==> config.mk <==
export PLATFORM = sky130hd
export DESIGN_NAME = pbspl_front
export DESIGN_NICKNAME = d
export VERILOG_FILES = /design/src/rtl/core/pbspl_pkg.sv /design/src/rtl/core/pbspl_front.sv
export SDC_FILE = /design/constraint.sdc
export NUM_CORES = 1
export LEC_CHECK = 0
export CAP_MARGIN = 15
export CORE_MARGIN = 2
export CORE_UTILIZATION = 65
export DETAILED_ROUTE_END_ITERATION = 6
export DONT_BUFFER_PORTS = 1
export GPL_ROUTABILITY_DRIVEN = 0
export PLACE_DENSITY = 0.9
export SLEW_MARGIN = 0
export SYNTH_ARGS = -nofsm -noshare
export SYNTH_HDL_FRONTEND = slang
export SYNTH_SLANG_ARGS = --single-unit
==> constraint.sdc <==
create_clock -name i_clk -period 7.25 [get_ports i_clk]
set_clock_uncertainty 0.2 [all_clocks]
set_input_delay 1.0875 -clock i_clk [delete_from_list [all_inputs] [get_ports i_clk]]
set_output_delay 1.0875 -clock i_clk [all_outputs]
set_load 0.1 [all_outputs]
==> src/rtl/core/pbspl_pkg.sv <==
// pbspl_pkg: shared constants and types for the periodic b-spline basis evaluator
// no dependencies
`default_nettype none
package pbspl_pkg;
    localparam int MAX_BASIS_D    = 16;
    localparam int MAX_DEGREE_D   = 7;
    localparam int VALUE_FRAC_D   = 15;
    localparam int INT_FRAC       = 28;
    localparam int PERIOD_W       = 32;
    localparam int DEGREE_W       = 3;
    localparam int NBASIS_W       = 5;
    localparam int CFG_ADDR_W     = 2;
    localparam logic [CFG_ADDR_W-1:0] CFG_PERIOD  = 2'd0;
    localparam logic [CFG_ADDR_W-1:0] CFG_DEGREE  = 2'd1;
    localparam logic [CFG_ADDR_W-1:0] CFG_NBASIS  = 2'd2;

    typedef struct packed {
        logic        err;
        logic [31:0] xr;
        logic [31:0] per;
        logic [2:0]  deg;
        logic [4:0]  nb;
    } t_job;
endpackage
`default_nettype wire

==> src/rtl/core/pbspl_front.sv <==
// pbspl_front: takes a sample, reduces it modulo the period, flags a bad configuration
// depends on pbspl_pkg; one bit per cycle restoring remainder
`default_nettype none
module pbspl_front
    import pbspl_pkg::*;
#(
    parameter int MAX_BASIS  = MAX_BASIS_D,
    parameter int MAX_DEGREE = MAX_DEGREE_D
) (
    input  wire logic        i_clk,
    input  wire logic        i_rst_n,
    input  wire logic        i_push,
    output logic             o_full,
    input  wire logic [31:0] i_sample,
    input  wire logic [31:0] i_period,
    input  wire logic [2:0]  i_degree,
    input  wire logic [4:0]  i_n_basis,
    output logic             o_valid,
    output t_job             o_job,
    input  wire logic        i_take
);
    logic        r_busy, r_neg;
    logic [5:0]  r_cnt;
    logic [31:0] r_mag;
    logic [32:0] r_rem;
    logic [32:0] n_rem_sh, n_rem;
    logic        bad;

    assign bad = (i_period == '0) || (i_n_basis == '0) ||
                 (33'(i_n_basis) > 33'(MAX_BASIS)) ||
                 (33'(i_degree) > 33'(MAX_DEGREE)) || (i_n_basis < 5'(i_degree));
    assign o_full = r_busy || o_valid;
    assign n_rem_sh = {r_rem[31:0], r_mag[31]};
    assign n_rem = (n_rem_sh >= {1'b0, o_job.per}) ? n_rem_sh - {1'b0, o_job.per} : n_rem_sh;

    always_ff @(posedge i_clk) begin
        if (!i_rst_n) begin
            r_busy  <= 1'b0;
            o_valid <= 1'b0;
        end else begin
            if (o_valid && i_take) o_valid <= 1'b0;
            if (i_push && !o_full) begin
                o_job.per <= i_period;
                o_job.deg <= i_degree;
                o_job.nb  <= i_n_basis;
                o_job.err <= bad;
                r_neg     <= i_sample[31];
                r_mag     <= i_sample[31] ? 32'(-i_sample) : i_sample;
                r_rem     <= '0;
                r_cnt     <= '0;
                if (bad) begin
                    o_job.xr <= '0;
                    o_valid  <= 1'b1;
                end else begin
                    r_busy <= 1'b1;
                end
            end else if (r_busy) begin
                r_rem <= n_rem;
                r_mag <= {r_mag[30:0], 1'b0};
                r_cnt <= r_cnt + 6'd1;
                if (r_cnt == 6'd31) begin
                    r_busy   <= 1'b0;
                    o_valid  <= 1'b1;
                    o_job.xr <= (r_neg && n_rem[31:0] != '0) ?
                                o_job.per - n_rem[31:0] : n_rem[31:0];
                end
            end
        end
    end
endmodule
`default_nettype wire

## After elaboration in Yosys (flattened, before gate mapping)

Cells that the tools add are included.

- Input bits: 76
- Register bits: 146

- Order comparisons: 3
- Muxes and demuxes: 20
- Eq/ne operators: 3
- Add/subtract/negate cells: 4
- Reductions and logical operators: 16

Operators by type and width:

| cell | number |
|---|---|
| two-way mux 32 bit | 10 |
| subtractor 32 bit | 2 |
| greater-or-equal comparator 33 x 32 -> 1 bit | 1 |
| logical NOT 32 bit | 1 |
| negator 32 bit | 1 |
| nonzero test 32 bit | 1 |
| two-way mux 1 bit | 9 |
| adder 6 x 1 -> 6 bit (second input constant) | 1 |
| equality test 6 x 5 -> 1 bit (second input constant) | 1 |
| two-way mux 6 bit | 1 |
| greater-than comparator 5 bit (second input constant) | 1 |
| logical NOT 5 bit | 1 |
| < comparator 5 x 3 -> 1 bit | 1 |
| logical OR 1 bit | 4 |
| != test 2 bit (second input constant) | 2 |
| AND reduction 2 bit | 2 |
| AND reduction 4 bit | 1 |
| nonzero test 2 bit | 2 |
| logical AND 1 bit | 3 |
| logical NOT 1 bit | 1 |

## Depth between registers and ports, before layout

Gate-level depths: netlist (run 1).

- Depth after elaboration: 8
- Gate-level depth with buffers: 30

## Worst setup path before layout (run 1)

Ideal clock, no wire load.

- Path type: register to register
- Start point: reg o_job[25] (netlist name)
- End point: reg o_job[70] (netlist name) (data pin)
- Clock period less this slack: 7.368 ns
- Stages on the path, launching flop included: 30
- Data arrival time: 7.010 ns
- Setup time: 0.158 ns
- Slack: -0.118 ns
- Path through: edfxtp_1 -> clkinv_1 -> ha_1 -> clkbuf_1 -> nand4_1 -> nor3_1 -> a41oi_1 -> and3_4 -> buf_12 -> nand2_8 -> buf_6 -> buf_2 -> buf_2 -> mux2i_1 -> ha_1 -> a21o_1 -> a21oi_1 -> o21ai_0 -> a21oi_1 -> o21ai_0 -> o31a_1 -> a211oi_2 -> a2111oi_1 -> a2111oi_0 -> o21ai_1 -> a21o_1 -> maj3_2 -> a31oi_1 -> mux2_1 -> a211oi_2

- Word-level cells in the longest chain between the ends: 8
- Elaborated cells on any way between the ends: 10
- Those cells by class: 2 x add/sub; 1 x order compare; 5 x mux; 2 x reduce/logical

RTL lines:

| what | RTL line | source |
|---|---|---|
| start, declared | pbspl_front.sv:19 | `output t_job o_job,` |
| parallel branches: the longest is 4 deep, another holds subtractor 32 bit | -- |  |
| two-way mux 32 bit (*) | pbspl_front.sv:64 | `o_job.xr <= (r_neg && n_rem[31:0] != '0) ?` |
| two-way mux 32 bit (*) | pbspl_front.sv:61 | `if (r_cnt == 6'd31) begin` |
| two-way mux 32 bit (*) | pbspl_front.sv:57 | `end else if (r_busy) begin` |
| two-way mux 32 bit (*) | pbspl_front.sv:42 | `if (i_push && !o_full) begin` |

Every way passes the cells marked *. The select of a mux whose other input is x is not followed.
A chain may end at the register's enable or synchronous reset.

## Worst setup path in the final report (run 1)

Ends and elaborated chain as after synthesis.

==> results of run 1 <==
worst max-delay path: stages, from the launching register on:
cell and delay [ns]:
edfxtp_1 0.37, clkinv_2 0.14, ha_1 0.50, nand4_1 0.21
nor3_1 0.42, a41oi_1 0.22, nand3_1 0.33, nor2_2 0.12
mux2i_1 0.25, fa_1 0.51, a21o_1 0.20, a21oi_1 0.22
o21ai_0 0.12, a21oi_1 0.26, o21ai_0 0.22, o31a_1 0.16
a211oi_2 0.27, a2111oi_0 0.14, a2111oi_0 0.45, o21ai_1 0.24
a21o_1 0.23, maj3_2 0.33, a31oi_1 0.19, mux2_1 0.35
a211oi_2 0.20
layout by cell type, fill, tap and decap left out, types with 7 or more instances in the layout:
| cell type | count |
|---|---|
| o21ai_1 | 7 |
| or3_1 | 19 |
| o21a_1 | 9 |
| buf_4 | 41 |
| nand2_1 | 101 |
| o31ai_1 | 11 |
| and3_1 | 10 |
| ha_1 | 53 |
| and4_1 | 7 |
| o211ai_1 | 12 |
| nor3_1 | 22 |
| a211oi_1 | 11 |
| o21ai_0 | 80 |
| mux2i_1 | 19 |
| xor2_1 | 47 |
| a31oi_1 | 8 |
| edfxtp_1 | 144 |
| nor4_1 | 15 |
| xnor2_1 | 43 |
| a21oi_1 | 60 |
| nor2_1 | 104 |
| o31a_1 | 7 |
| nand3_1 | 26 |
| clkbuf_16 | 17 |
| nand4_1 | 14 |
| a211o_1 | 7 |
| nor2b_1 | 7 |
| a21o_1 | 24 |
| inv_1 | 57 |
| nand2b_1 | 8 |
how the worst min path moves through the flow:
stage | start | endpoint | slack (ns) | depth (start not counted)
2_1_floorplan | r_mag[30] | r_mag[31] | 0.29 | 2
5_1_grt | r_mag[29] | r_mag[30] | 0.36 | 2
3_3_place_gp | r_mag[21] | r_mag[22] | 0.30 | 2
6_report | r_mag[21] | r_mag[22] | 0.33 | 2
3_5_place_dp | r_mag[25] | r_mag[26] | 0.31 | 2
4_1_cts | r_mag[8] | r_mag[9] | 0.33 | 2
kinds of logic (layout without fill, tap and decap cells):
| kind of cell | count (synthesis) | count (layout) | share of synthesized area [%] |
|---|---|---|---|
| multiplexers | 27 | 27 | 2.92 |
| other | 0 | 1 | 0 |
| AO/OA/AOI/OAI | 304 | 304 | 19.6 |
| adder cells (fa/ha/maj) | 64 | 64 | 7.43 |
| XOR/XNOR | 92 | 92 | 7.63 |
| buffers and inverters | 111 | 134 | 4.50 |
| AND/OR/NAND/NOR | 373 | 373 | 17.4 |
| flip-flops | 146 | 146 | 40.6 |
sequential cells by signal, indices dropped and copies added, names as in the netlist:
register and flops:
r_neg 1, r_mag 32, r_rem 32, r_busy 1, r_cnt 6, o_valid 1, o_job 73
area by class of cell:
type / instances / area, µm² / area share (%)
Sequential cell: 146 / 4360 / 37.3
Antenna cell: 1 / 2.50 / 0.0214
Multi-Input combinational cell: 860 / 5930 / 50.7
Tap cell: 220 / 275 / 2.35
Timing Repair Buffer: 42 / 328 / 2.80
Inverter: 60 / 226 / 1.94
Clock inverter: 7 / 101 / 0.866
Clock buffer: 25 / 475 / 4.06
through the flow:
step	utilization [%]	TNS (ns)
after floorplan	-	0
after global placement	67.7	0
after detailed placement	67.7	0
after CTS	71.2	0
after global routing	71.3	-0.0220
final	71.3	0
layer usage:
layer  share of wire [%]  vias up  wire (µm)  GRT usage, %
met2                  45      800      14000          54.4
met5               0.026        -          8             0
li1                    -     4187          -             -
met3                  14      171       4350          12.9
met4                 5.1        2       1610          17.1
met1                  36     4544      11300          44.4
power groups by stage:
stage | registers (µW) | clock network (µW) | logic [µW]
after global placement | 1190 | 0 | 1410
after CTS | 1180 | 874 | 1500
final | 1180 | 883 | 1560
after floorplan | 1250 | 0 | 1100
after detailed placement | 1200 | 0 | 1460
after global routing | 1190 | 905 | 1650
==> metrics.md, run 1 <==
| Metric | Value |
|---|---|
| Top_reg_cell synth | `edfxtp_1` |
| CP Launch Type | `flip-flop` |
| Drt pass-1 iters | `7` |
| LEAKAGE | `0.00450 µW` |
| Clock transition at path regs | `roughly 0.060 ns` |
| Filler cell count | `~1100` |
| Yosys warning total | `0` |
| Post-route worst setup slack | `around 0.22 ns` |
| Initial antenna violation count | `1` |
| Worst-skew pair later-pin latency | `roughly 0.44 ns` |
| Vias | `slightly below 10000` |
| Die width | `approximately 130 µm` |
| WS Path Type | `flip-flop to flip-flop` |
| Max Clock Freq | `roughly 140 MHz` |
| CP arrival | `7.10 ns` |
| Die H | `roughly 130 µm` |
| Final hold slack | `0.329 ns` |
| Synth area leader | `edfxtp_1` |
| P&R area growth vs syn | `8.77%` |
| DRT iter0 DRCs | `~1600` |
| WL final | `around 31000 µm` |
| Int Pwr | `roughly 2100 µW` |
| Final Hold Viols | `0` |
| Most numerous cell in the Yosys netlist | `edfxtp_1` |
| Period utilisation layout | `slightly below 100%` |
| Outcome | `complete, no violations` |
| Gr usage total | `35.4%` |
| Flop pwr share | `between 30 and 40%` |
| CTS Buf Count | `17` |
| Number of synthesized flops with an enable pin | `around 140` |
| HP Class | `flip-flop to flip-flop` |
| Crit-path max FO | `9` |
| Vias in the first global route | `roughly 9100` |
| Finished Layout Cells | `1361` |
| Worst VDD drop | `0.204 mV` |
| Worst slew margin | `a little over a quarter` |
| Gate power share | `between 40% and 50%` |
| Post-CTS Resized | `0` |
| Register area share after synthesis | `40.6%` |
| DP Wirelength | `roughly 22000 µm` |
| Mean Syn Cell Area | `about 9.6 µm²` |
| Top post-synthesis cells by area | `edfxtp_1, ha_1, xor2_1` |
| Crit path to | `o_job[70]` |
| Hold Buf Count CTS | `0` |
| Share of cells above drive strength 1 | `between 10 and 15%` |
| Post-synth top area share | `a little over 40%` |
| Switching part of the total | `41.1%` |
| Placed insts | `1327` |
| Crit path time final | `about 7.0 ns` |
| CTS root buf | `clkbuf_16` |
| Site Rows | `47` |
| Gr ovfl total | `0` |
| Layout Nets | `around 1300` |
| Async SR Flop Fraction | `0%` |
| Final slew viol count | `0` |
| Setup-failing EPs final | `0` |
| Least-Margin Pin Slew | `1.09 ns` |
| Pin count of the biggest net entering global routing | `a little under 70` |
| Core box area | `between 15000 and 20000 µm²` |
| Full die area | `between 15000 and 20000 µm²` |
| IO Pins | `approximately 150` |
| Avg WL per Cell | `~23 µm` |
| Register-to-Register Path Depth | `24` |
| First-pass GRT wire length | `~48000 µm` |
| Yosys cell types | `~100` |
| IO buf count | `0` |
| Antenna Nets Post-Route | `0` |
| DRC errors left | `0` |
| CTS tree | `done` |
| Clock Tree Buf Depth | `2` |
| Sink Count | `approximately 150` |
| Req. time, crit path | `between 7 and 8 ns` |
| R2R setup slack | `0.22 ns` |
| Crit end category | `flip-flop` |
| Placed Instance Area | `~11000 µm²` |
| Post-route cell area | `~12000 µm²` |
| Clk pwr share | `about 24%` |
| H-tree Lvls | `4` |
| Pwr per Cell Area | `310 nW/µm²` |
| Max cap viols | `0` |
| Reg-to-reg critical path endpoint | `o_job[70]` |
| Mapped Area | `about 11000 µm²` |
| Crit path from | `o_job[25]` |
| RSZ-0062 raised after global routing | `yes` |
| Seq cells post-synth | `146` |
| Cell count after synthesis | `approximately 1100` |
| DR vias/cell | `7.13` |
| Syn nets | `approximately 1200` |
| Tot Pwr | `roughly 3600 µW` |
| Worst slack, placed | `~0.64 ns` |
| Switching Power | `~1500 µW` |
| Crit Reg-Reg Startpoint | `o_job[25]` |
| Post-CTS setup buffers | `0` |
| Initial Util | `between 60% and 70%` |
| Synth top cells by count | `edfxtp_1, nor2_1, nand2_1` |
No activity file was read; power rests on OpenSTA's default activity.
==> run 2, diff against run 1 <==
--- a/config.mk
+++ b/config.mk
@@ -12,6 +12,7 @@
 export DONT_BUFFER_PORTS = 1
 export GPL_ROUTABILITY_DRIVEN = 0
 export PLACE_DENSITY = 0.9
+export RECOVER_POWER = 25
 export SLEW_MARGIN = 0
 export SYNTH_ARGS = -nofsm -noshare
 export SYNTH_HDL_FRONTEND = slang
==> run 2 against run 1 <==
Against the previous run:
- critical path depth decreased by 1
- non-clock buffer count unchanged
- worst setup slack got worse by 0.0023 ns
- total power about the same
- clock-buffer cell count unchanged
- design area decreased by 0.89%
- the run now ends with DRC, capacitance limit, slew limit left
- utilization decreased by 0.63 points
- fmax about the same
- routed wire length increased by 0.89%
==> metrics.md, run 2 (same netlist as run 1, synthesis figures left out) <==
| Metric | Value |
|---|---|
| Req. time, crit path | `7.23 ns` |
| Worst VDD drop | `between 0.2 and 0.25 mV` |
| Crit path cell chain | `ha_1, a21o_1, a21oi_1, a211oi_2, o211a_1, nor2_2, mux2i_1, fa_1, a21o_1, a21oi_1, o21ai_0, a21oi_1, o21ai_0, o31a_1, a211oi_2, a2111oi_0, or3_1, a31oi_2, maj3_2, a2111oi_2, o21ai_1, mux2i_1, nand3_1` |
| Crit end category | `flip-flop` |
| CTS Buf Count | `17` |
| Slowest cell delay on critical path | `0.57 ns` |
| Final core utilization | `a little over two thirds` |
| Max cap viols | `4` |
| Clk pwr share | `between 20% and 30%` |
| Die H | `133 µm` |
| Failing checks | `DRC, capacitance limit, slew limit` |
| Filler cell count | `around 1100` |
| Gr ovfl total | `0` |
| Hold Buf Count CTS | `0` |
| Commonest non-fill, non-tap cells in the layout | `edfxtp_1, nor2_1, nand2_1` |
| Hold path depth | `2` |
| CP max-delay cell | `a2111oi_0` |
| Sink Count | `146` |
| Finished Layout Cells | `around 1400` |
| Least-Margin Pin Slew | `approximately 2.5 ns` |
| Reg-to-reg critical path endpoint | `o_job[68]` |
| Setup-failing EPs final | `0` |
| Int Pwr | `roughly 2100 µW` |
| Site Rows | `47` |
| Initial Util | `about two thirds` |
| First-pass GRT wire length | `roughly 48000 µm` |
| Crit path time final | `7.03 ns` |
| Core box area | `approximately 16000 µm²` |
| HP Start | `r_mag[29]` |
| Full die area | `around 18000 µm²` |
| Layout Nets | `about 1300` |
| Pin count of the biggest net entering global routing | `69` |
| IO Pins | `151` |
| CP dominant cell by count | `a21oi_1` |
| Largest Register | `o_job` |
| Vias | `between 9000 and 10000` |
| DR vias/cell | `just over 7` |
| Initial antenna violation count | `1` |
| Commonest non-fill, non-tap cell in the layout | `edfxtp_1` |
| Crit-path max FO | `6` |
| Register-to-Register Path Depth | `23` |
| Vias in the first global route | `roughly 9100` |
| WS Path Type | `flip-flop to flip-flop` |
| Worst slew margin | `-65.1%` |
| Max Clock Freq | `approximately 140 MHz` |
| H-tree Lvls | `4` |
| RSZ-0062 raised after global routing | `yes` |
| Switching Power | `1490 µW` |
| CP Launch Type | `flip-flop` |
| CTS tree | `done` |
| Crit Reg-Reg Startpoint | `r_rem[2]` |
| CP top delay family | `compound AO/OA/AOI/OAI gates` |
| Post-CTS Resized | `0` |
| Share of cells above drive strength 1 | `between 8 and 9%` |
| CP arrival | `7.01 ns` |
| P&R area growth vs syn | `7.80%` |
| DRT iter0 DRCs | `1538` |
| CTS root buf | `clkbuf_16` |
| Switching part of the total | `between 40% and 50%` |
| Final Hold Viols | `0` |
| Antenna Nets Post-Route | `0` |
| Max FFs per register | `between 70 and 80` |
| Pwr per Cell Area | `roughly 310 nW/µm²` |
| Period utilisation layout | `between 90 and 100%` |
| Gate power share | `between 40% and 50%` |
| Clock Tree Buf Depth | `2` |
| WL final | `31600 µm` |
| Worst-skew pair later-pin latency | `around 0.44 ns` |
| DRC errors left | `1` |
| Hold worst-path end | `r_mag[30]` |
| Placed insts | `around 1300` |
| Setup_tns | `0 ns` |
| Final slew viol count | `88` |
| Avg WL per Cell | `23.2 µm` |
| Outcome | `complete, but fails checks` |
| Clock transition at path regs | `0.06 ns` |
| IO buf count | `0` |
| DP Wirelength | `approximately 22000 µm` |
| HP Class | `flip-flop to flip-flop` |
| Post-CTS setup buffers | `0` |
| LEAKAGE | `about 0.0044 µW` |
| Tot Pwr | `3620 µW` |
| R2R setup slack | `0.22 ns` |
| Diode count | `0` |
| Die width | `between 100 and 150 µm` |
| Gr usage total | `35.4%` |
| Flop pwr share | `between 30% and 40%` |
| Drt pass-1 iters | `7` |
| Buf/Inv on CP | `0` |
| Biggest regs | `o_job (73), r_mag (32), r_rem (32)` |
[run 2: worst max-delay path by stage]
stage / startpoint / end / slack, ns / depth (start not counted)
after floorplan: o_job[17] / o_job[70] / 0.02 / 29
after global placement: r_rem[6] / o_job[70] / 0.77 / 24
after detailed placement: o_job[25] / o_job[70] / 0.64 / 24
after CTS: r_rem[2] / o_job[70] / 0.43 / 23
after global routing: o_job[20] / o_job[70] / -0.02 / 24
final: r_rem[2] / o_job[68] / 0.22 / 23
[run 2: cell type report]
class                      instances  area (µm²)  area share (%)
clock inverter                     7         101           0.874
inverter                          60         226            1.95
tap                              220         275            2.37
clock buffer                      25         475            4.10
multi-input combinational        860        5930            51.1
sequential                       146        4360            37.6
timing repair buffer              42         226            1.95
[run 2: worst min-delay path, stage by stage (launching register included)]
cell and delay, ns:
edfxtp_1 0.32, nand2_1 0.04, o21ai_0 0.06
[run 2: through the flow]
| stage | worst slack (ns) | hold WS (ns) | instance area, µm² |
|---|---|---|---|
| 6_report | 0.221 | 0.331 | 11600 |
| 5_1_grt | -0.0220 | 0.358 | 11600 |
| 4_1_cts | 0.427 | 0.331 | 11700 |
| 3_5_place_dp | 0.639 | 0.312 | 11100 |
| 3_3_place_gp | 0.773 | 0.301 | 11100 |
| 2_1_floorplan | 0.0163 | 0.295 | 10800 |
[run 2: power groups by stage]
stage	registers, µW	logic, µW	clock network (µW)
finish	1180	1560	884
global route	1190	1650	905
CTS	1180	1500	874
detailed placement	1200	1460	0
global placement	1190	1410	0
floorplan	1250	1100	0
[run 2: layer usage]
layer | part of all wire, % | vias up | wire length (µm) | GRT usage [%]
met1 | 36 | 4510 | 11400 | 44.4
met3 | 14 | 183 | 4360 | 12.9
met4 | 5.3 | 2 | 1660 | 17.1
met2 | 45 | 828 | 14100 | 54.4
met5 | 0.025 | - | 8 | 0
li1 | - | 4175 | - | -
